File: src/rtl/slid_pkg.sv
`default_nettype none

package slid_pkg;

    localparam int VALUE_W  = 32;
    localparam int COUNT_W  = 5;
    localparam int STATUS_W = 2;

    typedef enum logic {
        KIND_INSERT = 1'b0,
        KIND_DELETE = 1'b1
    } kind_t;

    typedef enum logic [STATUS_W-1:0] {
        STATUS_DONE      = 2'd0,
        STATUS_FULL      = 2'd1,
        STATUS_NOT_FOUND = 2'd2
    } status_t;

    // Command broadcast to every cell of the chain in the cycle of a transfer.
    typedef struct packed {
        logic                      ins;
        logic                      del;
        logic signed [VALUE_W-1:0] value;
    } cell_cmd_t;

endpackage

`default_nettype wire

File: src/rtl/slid_cell.sv
`default_nettype none

module slid_cell (
    input  wire logic                              aclk,
    input  wire slid_pkg::cell_cmd_t               cmd,
    input  wire logic                              valid,
    input  wire logic                              last,
    input  wire logic                              prev_lt,
    input  wire logic signed [slid_pkg::VALUE_W-1:0] prev_value,
    input  wire logic signed [slid_pkg::VALUE_W-1:0] next_value,
    output logic                                   lt,
    output logic                                   eq,
    output logic signed [slid_pkg::VALUE_W-1:0]    value,
    output logic        [slid_pkg::VALUE_W-1:0]    tail_value
);
    import slid_pkg::*;

    logic signed [VALUE_W-1:0] entry_reg;
    logic signed [VALUE_W-1:0] entry_next;

    assign lt         = valid && (entry_reg < cmd.value);
    assign eq         = valid && (entry_reg == cmd.value);
    assign value      = entry_reg;
    assign tail_value = last ? entry_reg : '0;

    // Entries below the operand stay put; the rest shift one place.
    always_comb begin
        entry_next = entry_reg;
        if (cmd.ins && !lt) begin
            entry_next = prev_lt ? cmd.value : prev_value;
        end else if (cmd.del && !lt) begin
            entry_next = next_value;
        end
    end

    always_ff @(posedge aclk) begin
        entry_reg <= entry_next;
    end

endmodule

`default_nettype wire

File: src/rtl/sorted_list_insert_delete.sv
`default_nettype none

// Channel | Direction | Handshake        | Payload
// s_      | in        | s_tvalid/tready  | tuser: kind; tdata: value
// m_      | out       | m_tvalid/tready  | tuser: status; tdata: count, smallest, largest
//
// In the cycle of the input transfer every cell of the compare-and-shift chain
// updates at once, and in the next cycle the result register is loaded from the
// chain. No new input is taken while a result is being built, and one is taken only
// while the result register is empty or draining.
// Reset (aresetn low, synchronous) empties the store and drops any pending result;
// the cell contents are not cleared since only the first entry_count cells are read.
// A stalled m_ side holds the result and keeps s_tready low.
module sorted_list_insert_delete #(
    parameter int CAPACITY = 16
) (
    input  wire logic        aclk,
    input  wire logic        aresetn,
    input  wire logic        s_tvalid,
    output logic             s_tready,
    input  wire logic [31:0] s_tdata,  // [31:0] value
    input  wire logic        s_tuser,  // [0] kind
    output logic             m_tvalid,
    input  wire logic        m_tready,
    output logic [71:0]      m_tdata,  // [4:0] entry_count, [36:5] smallest, [68:37] largest
    output logic [1:0]       m_tuser   // [1:0] status
);
    import slid_pkg::*;

    localparam int CNT_W = $clog2(CAPACITY + 1);

    logic [CNT_W-1:0] count_reg;
    logic [CNT_W-1:0] count_next;
    logic             calc_reg;
    logic             out_valid_reg;
    status_t          status_reg;
    status_t          status_next;
    logic [71:0]      out_data_reg;
    status_t          out_status_reg;

    logic             s_acc;
    logic             full;
    logic             found;
    cell_cmd_t        cmd;
    logic signed [VALUE_W-1:0] in_value;

    logic [CAPACITY-1:0]               cell_valid;
    logic [CAPACITY-1:0]               cell_last;
    logic [CAPACITY-1:0]               cell_lt;
    logic [CAPACITY-1:0]               cell_eq;
    logic signed [VALUE_W-1:0]         cell_value [CAPACITY];
    logic [VALUE_W-1:0]                cell_tail  [CAPACITY];
    logic [VALUE_W-1:0]                largest;
    logic [VALUE_W-1:0]                smallest;
    logic [CNT_W+COUNT_W-1:0]          count_ext;

    assign s_acc    = s_tvalid && s_tready;
    assign s_tready = !calc_reg && (!out_valid_reg || m_tready);
    assign full     = (count_reg == CNT_W'(CAPACITY));
    assign found    = |cell_eq;

    // The input tdata carries the whole 32-bit operand.
    assign in_value = s_tdata;

    always_comb begin
        cmd.value = in_value;
        cmd.ins   = s_acc && (kind_t'(s_tuser) == KIND_INSERT) && !full;
        cmd.del   = s_acc && (kind_t'(s_tuser) == KIND_DELETE) && found;
    end

    // A cell is occupied when its position is below the entry count; the last
    // occupied cell drives the largest value onto the OR tree.
    always_comb begin
        for (int i = 0; i < CAPACITY; i++) begin
            cell_valid[i] = (CNT_W'(i) < count_reg);
        end
        for (int i = 0; i < CAPACITY - 1; i++) begin
            cell_last[i] = cell_valid[i] && !cell_valid[i+1];
        end
        cell_last[CAPACITY-1] = cell_valid[CAPACITY-1];
    end

    genvar g;
    generate
        for (g = 0; g < CAPACITY; g++) begin : g_cell
            logic                      prev_lt_w;
            logic signed [VALUE_W-1:0] prev_value_w;
            logic signed [VALUE_W-1:0] next_value_w;

            if (g == 0) begin : g_first
                assign prev_lt_w    = 1'b1;
                assign prev_value_w = cmd.value;
            end else begin : g_mid
                assign prev_lt_w    = cell_lt[g-1];
                assign prev_value_w = cell_value[g-1];
            end

            if (g == CAPACITY - 1) begin : g_end
                assign next_value_w = cell_value[g];
            end else begin : g_inner
                assign next_value_w = cell_value[g+1];
            end

            slid_cell u_cell (
                .aclk       (aclk),
                .cmd        (cmd),
                .valid      (cell_valid[g]),
                .last       (cell_last[g]),
                .prev_lt    (prev_lt_w),
                .prev_value (prev_value_w),
                .next_value (next_value_w),
                .lt         (cell_lt[g]),
                .eq         (cell_eq[g]),
                .value      (cell_value[g]),
                .tail_value (cell_tail[g])
            );
        end
    endgenerate

    // At most one cell is last, so the largest value is a plain OR over the chain.
    always_comb begin
        largest = '0;
        for (int i = 0; i < CAPACITY; i++) begin
            largest = largest | cell_tail[i];
        end
        smallest  = (count_reg == '0) ? '0 : cell_value[0];
        count_ext = {{COUNT_W{1'b0}}, count_reg};
    end

    always_comb begin
        count_next  = count_reg;
        status_next = status_reg;
        if (s_acc) begin
            status_next = STATUS_DONE;
            if (kind_t'(s_tuser) == KIND_INSERT) begin
                if (full) begin
                    status_next = STATUS_FULL;
                end else begin
                    count_next = count_reg + CNT_W'(1);
                end
            end else begin
                if (!found) begin
                    status_next = STATUS_NOT_FOUND;
                end else begin
                    count_next = count_reg - CNT_W'(1);
                end
            end
        end
    end

    always_ff @(posedge aclk) begin
        if (!aresetn) begin
            count_reg     <= '0;
            calc_reg      <= 1'b0;
            out_valid_reg <= 1'b0;
        end else begin
            count_reg <= count_next;
            calc_reg  <= s_acc;
            if (calc_reg) begin
                out_valid_reg <= 1'b1;
            end else if (m_tready) begin
                out_valid_reg <= 1'b0;
            end
        end
    end

    always_ff @(posedge aclk) begin
        status_reg <= status_next;
        if (calc_reg) begin
            out_status_reg <= status_reg;
            out_data_reg   <= {3'b000, largest, smallest, count_ext[COUNT_W-1:0]};
        end
    end

    assign m_tvalid = out_valid_reg;
    assign m_tdata  = out_data_reg;
    assign m_tuser  = out_status_reg;

`ifndef SYNTH
    a_count_bound: assert property (@(posedge aclk) disable iff (!aresetn)
        count_reg <= CNT_W'(CAPACITY))
        else $error("entry count above capacity");

    a_calc_follows: assert property (@(posedge aclk) disable iff (!aresetn)
        s_acc |=> calc_reg && !s_tready)
        else $error("result build did not follow an input transfer");

    a_calc_empty: assert property (@(posedge aclk) disable iff (!aresetn)
        calc_reg |-> !m_tvalid)
        else $error("result register busy while a result is built");

    a_full_hold: assert property (@(posedge aclk) disable iff (!aresetn)
        (s_acc && full && (kind_t'(s_tuser) == KIND_INSERT)) |=> $stable(count_reg))
        else $error("refused insert changed the entry count");
`endif

endmodule

`default_nettype wire

File: config.mk
export PLATFORM = sky130hd
export DESIGN_NAME = sorted_list_insert_delete
export DESIGN_NICKNAME = d
export VERILOG_FILES = /design/src/rtl/slid_pkg.sv /design/src/rtl/slid_cell.sv /design/src/rtl/sorted_list_insert_delete.sv
export SDC_FILE = /design/constraint.sdc
export NUM_CORES = 2
export LEC_CHECK = 0
export BUFFER_PORTS_ARGS = -buffer_cell sky130_fd_sc_hd__clkbuf_2
export CELL_PAD_IN_SITES_DETAIL_PLACEMENT = 0
export CELL_PAD_IN_SITES_GLOBAL_PLACEMENT = 2
export CORE_MARGIN = 2
export CORE_UTILIZATION = 33
export CTS_CLUSTER_DIAMETER = 80
export DETAILED_ROUTE_END_ITERATION = 16
export PLACE_DENSITY = 0.65
export SETUP_SLACK_MARGIN = 0.02
export SYNTH_ARGS = -nofsm -noshare
export SYNTH_HDL_FRONTEND = slang
export SYNTH_SLANG_ARGS = --single-unit
File: constraint.sdc
create_clock -name aclk -period 13.37 [get_ports aclk]
set_input_delay 1.337 -clock aclk [delete_from_list [all_inputs] [get_ports aclk]]
set_output_delay 1.337 -clock aclk [all_outputs]
set_load 0.01 [all_outputs]
Word level (Yosys, flattened, before mapping)
Cells that the tools add are included.
W data, S select, Z words.
Cells by class
  bitwise gates (word level): 16
  order comparisons: 32
  mux-type cells: 69
  reduce and logical (&&, ||, !) cells: 138
  eq/ne operators: 19
  add/subtract/negate cells: 2
Operator list (count)
  $mux W32: 61
  $eq A32 B32 Y1: 16
  $lt A32 B32 Y1: 16
  $or A32 B32 Y32: 15
  $logic_and A1 B1 Y1: 84
  $lt A4 B5 Y1 const A: 8
  $logic_not A1 Y1: 34
  $reduce_bool A2 Y1: 16
  $lt A3 B5 Y1 const A: 4
  $reduce_or A16 Y1: 1
  $mux W5: 3
  $lt A1 B5 Y1 const A: 2
  $lt A2 B5 Y1 const A: 2
  $add A5 B1 Y5 const B: 1
  $eq A5 B5 Y1 const B: 1
  $logic_not A5 Y1: 1
  $sub A5 B1 Y5 const B: 1
  $mux W2: 2
  $mux W1: 3
  $reduce_and A3 Y1: 1
  $ne A2 B1 Y1 const B: 1
  $ne A2 B2 Y1 const B: 1
  $logic_or A1 B1 Y1: 1
  $not A1 Y1: 1
Storage, ports and cells
  word-level logic and storage cells: 299
  output and inout bits: 76
  flip-flop bits (word level): 592

Depth between registers and ports, before layout
  depth in word-level cells: 19
  mapped depth: 13
  gate-level depth less buffers: 10

Cells and area by module
Synthesis repeated with hierarchy kept, for this count alone.
Second synthesis, totals
  cells, all modules: 4558
  area total of the unflattened synthesis: 48997.0 um^2
By module, submodules not included
  slid_cell: cells an instance 261, area an instance 2796.4 um^2, instances 16
  sorted_list_insert_delete: cells an instance 382, area an instance 4254.1 um^2, instances 1

Worst setup path after synthesis
Ideal clock, no wire load.
  path kind: input to register
  start: input port s_tdata[17]
  end: register g_cell[15].u_cell.entry_reg[0] (enable)
  buffers on the path: 0
  data arrival time: 5798 ps
  data required time: 12890 ps
  slack: 7091 ps
  setup time: 480 ps
  stages on the path: 10
  cells stage by stage: inv_1 > ha_1 > a21o_1 > a21o_1 > a21o_1 > a221oi_1 > o21bai_1 > a221oi_1 > nor3b_1 > a311oi_1
Between the ends
  longest elaborated chain between the ends: 4
RTL lines
  start: declaration: RTL line sorted_list_insert_delete.sv:21  | input wire logic [31:0] s_tdata,
  $lt A32 B32 Y1: RTL line slid_cell.sv:21  | assign lt = valid && (entry_reg < cmd.value);
  $logic_and A1 B1 Y1: RTL line slid_cell.sv:21
  $logic_not A1 Y1: RTL line slid_cell.sv:29  | if (cmd.ins && !lt) begin
  $logic_and A1 B1 Y1: RTL line slid_cell.sv:29
  end signal: assignment: RTL line slid_cell.sv:37  | entry_reg <= entry_next;
  end: declaration: RTL line slid_cell.sv:18  | logic signed [VALUE_W-1:0] entry_reg;
Every way passes these cells.
A chain may end at the register's enable or synchronous reset.

Worst setup path after layout
  start: input port s_tdata[31]
  end: register g_cell[3].u_cell.entry_reg[24] (enable)
Between the ends
  longest elaborated chain between the ends: 6
  elaborated cells on any way between the ends: 40
RTL lines (RTL line)
  branches (longest 5 deep; another with $lt A32 B32 Y1)
  $reduce_bool A2 Y1 (no line) (*)
  end signal: assignment: slid_cell.sv:37
  end: declaration: slid_cell.sv:18
Mark *: on every way between the ends.

==> run metrics <==
largest net degree at the start of global routing=67; Top Ports=around 110; Hold EP=m_tuser[1]$_DFFE_PP_; Worst slew margin=0.0502; clk slew on worst S/H paths=around 0.06 ns; Num CTS Buffers=76; hpwl dp=approximately 150 mm; Final Worst Setup Slack=~7 ns; vias per cell=a little over 6; Antenna Nets Post-Route=0; CP peak stage delay=roughly 0.99 ns; largest family of logic cells by synthesized area=compound AO/OA/AOI/OAI gates; Port Buffers=between 100 and 150; Worst-Skew Late Latency=roughly 0.7 ns; Register Area=around 18000 µm²; reg2reg path depth=8; Bufs on Longest Clock Path=3; Highest Clock Rate=roughly 160 MHz; Total Routed Length=slightly below 200 mm; Setup CP Type=primary input to flop; Area after DPL=approximately 45000 µm²; RSZ-0062 raised after global routing=false; Setup Buffers After CTS=0; H-Tree Level Count=3; Synth Area in Simple Gates=0.120; fin crit period=6.35 ns; sequential area share after synthesis=0.415; largest fanout on the critical path=32; routability cong.=between 0.9 and 1; Clock Sink Count=592; WL/cell=~32 µm; Area Growth Syn to Fin=12.1%; share of layout cells above drive strength 1=0.0985; hold path depth=0; pwr/cell area=around 120 nW/µm²; number of global-route vias before repair=~35000; Multi-input gate area=23900 µm²; area of the core=approximately 130000 µm²; Worst Path Arrival=roughly 6.6 ns; # nets final=4893; clk root buf=clkbuf_16; syn_area_per_cell=between 9 and 10 µm²; Die W=about 360 µm; crit end category=flop; Fill cells=12820; grt ovf=0; TritonCTS clock tree=done; Cell variety after synth=85; CP top delay family=simple AND/OR/NAND/NOR gates; crit path max-delay cell type=nor2_4; xor/xnor share of the synthesized area=0.000410; max FFs per register=512; first-pass GRT wire length=~270 mm; max-cap violations=0; status=finished, final reports clean; Post-synth ARST share=0; crit-path cells=clkbuf_2 > inv_1 > buf_4 > ha_1 > nand4_1 > nor4_1 > nand4_1 > nor4_2 > a2111oi_0 > a211o_2 > nor2_4; Worst Path Required=between 10 and 15 ns; met3 usage=0.0595; post-synthesis compound-gate area fraction=0.193; leakage power total=approximately 0.019 µW; TNS Setup=0 ns; Synth Flop Type=edfxtp_1; Worst R2R Setup Slack=around 8 ns; Die Area=about 130000 µm²; Synth Register Bits=around 600; Post-Syn Area=42700 µm²; initial antenna violation count=7; Initial Util=0.334; FP Rows=131; Synth Instances=4318; endpoints failing hold=0; GR met1 Demand/Resource=0.449; Bufs and invs on worst path=3; Pre-antenna DRT Iters=8; most used routing layer=met1; Warnings, synthesis=0; crit path launch type=primary input; most frequent cells in the layout=a21oi_1, edfxtp_1, ha_1; Total GRT Usage=0.292; # DRC=0; initial DRC count=around 4800; adder-cell share of the synthesized area=0.151; mux contribution to synthesized area=0.0857; Slew Viols, Final=0; Die Height=between 300 and 400 µm; number of flops mapped to enable cells by yosys=between 500 and 600; GRT met2 Usage=0.410; commonest non-fill, non-tap cell in the layout=a21oi_1; Hold Crit Class=flop to flop; CTS resizes=0; most used cell, CP=nand4_1; maximum VDD drop=roughly 0.000073 V; worst hold start=status_reg[1]$_SDFFCE_PN0P_; fin util=0.374; hold bufs inserted after CTS=0; Worst Tran Pin Value=between 1 and 1.5 ns; FF-to-FF End=g_cell[3].u_cell.value[24]$_DFFE_PP_; DR vias=around 37000; Worst Skew=0.0209 ns; FF-to-FF Start=g_cell[4].u_cell.value[31]$_DFFE_PP_; worst slack, placed=slightly above 6 ns; Setup-failing EPs final=0; Final Cell Area=47800 µm²; period utilisation layout=0.475
-- cells by family (layout without fill, tap and decap cells) --
| logic type | after synthesis | count (layout) |
|---|---|---|
| other | 1 | 6 |
| AND/OR/NAND/NOR | 1099 | 1099 |
| multiplexers | 361 | 361 |
| buffers and inverters | 359 | 436 |
| adder cells (fa/ha/maj) | 516 | 516 |
| XOR/XNOR | 2 | 2 |
| AO/OA/AOI/OAI | 1388 | 1388 |
| flip-flops | 592 | 592 |
-- report_power, final --
group          switching (µW)  total [µW]  internal [µW]
Sequential                203        2420           2220
Combinational             773        1160            384
Clock                     879        2080           1200
-- metal layers --
metal  up-vias  wire [µm]
li1      16737          -
met1     18543      93500
met2      1817      79500
met3       192      19400
met4         0       4430
met5         -          0
-- how the worst max path moves through the flow --
stage	from	end	slack, ns	depth (start not counted)
after floorplan	s_tdata[17]	g_cell[15].u_cell.value[0]$_DFFE_PP_	7.09	10
after global placement	s_tdata[31]	g_cell[9].u_cell.value[9]$_DFFE_PP_	6.27	11
after detailed placement	s_tdata[31]	g_cell[9].u_cell.value[9]$_DFFE_PP_	6.19	11
after CTS	s_tdata[31]	g_cell[9].u_cell.value[9]$_DFFE_PP_	6.92	11
after global routing	s_tdata[31]	g_cell[3].u_cell.value[14]$_DFFE_PP_	6.89	11
final	s_tdata[31]	g_cell[3].u_cell.value[24]$_DFFE_PP_	7.02	11
-- through the flow --
step	power (µW)	hold WS (ns)	std cells
2_1_floorplan	3070	0.400	4320
3_3_place_gp	3580	0.403	5991
3_5_place_dp	3590	0.405	5991
4_1_cts	5660	0.418	6126
5_1_grt	5870	0.429	6127
6_report	5650	0.416	6129
-- final cells by class --
type                       instances  share of cell area
inverter                          81             0.00636
clock inverter                    44             0.00672
sequential                       592               0.370
clock buffer                      91              0.0436
timing repair buffer             220              0.0288
tap                             1729              0.0452
antenna                            3            0.000157
multi-input combinational       3369               0.499
-- synth_stat cells, drive strengths merged, types with 5 or more instances --
cell / n / area, µm²
dfxtp: 7 / 140
a21oi: 620 / 3110
ha: 516 / 6460
nor3: 45 / 235
a221o: 6 / 60.1
mux2: 36 / 405
a22oi: 109 / 818
o211ai: 18 / 135
nand2: 376 / 1410
buf: 69 / 398
edfxtp: 585 / 17600
o21a: 6 / 45.0
a31oi: 5 / 37.5
o221ai: 5 / 43.8
a222oi: 48 / 480
nor4: 21 / 131
clkbuf: 209 / 785
and4: 7 / 61.3
a221oi: 69 / 604
a22o: 16 / 140
mux2i: 325 / 3250
and2: 13 / 81.3
o21ai: 381 / 1910
inv: 81 / 304
a211oi: 11 / 82.6
or4: 5 / 41.3
a21boi: 9 / 67.6
a2111oi: 6 / 72.6
nand4: 128 / 801
nand2b: 10 / 62.6
or3: 13 / 86.3
nor2: 292 / 1100
a21o: 35 / 263
nand3: 106 / 531
and3: 8 / 50.1
nor2b: 57 / 357
Note: power is estimated with default switching activity, not from simulation.
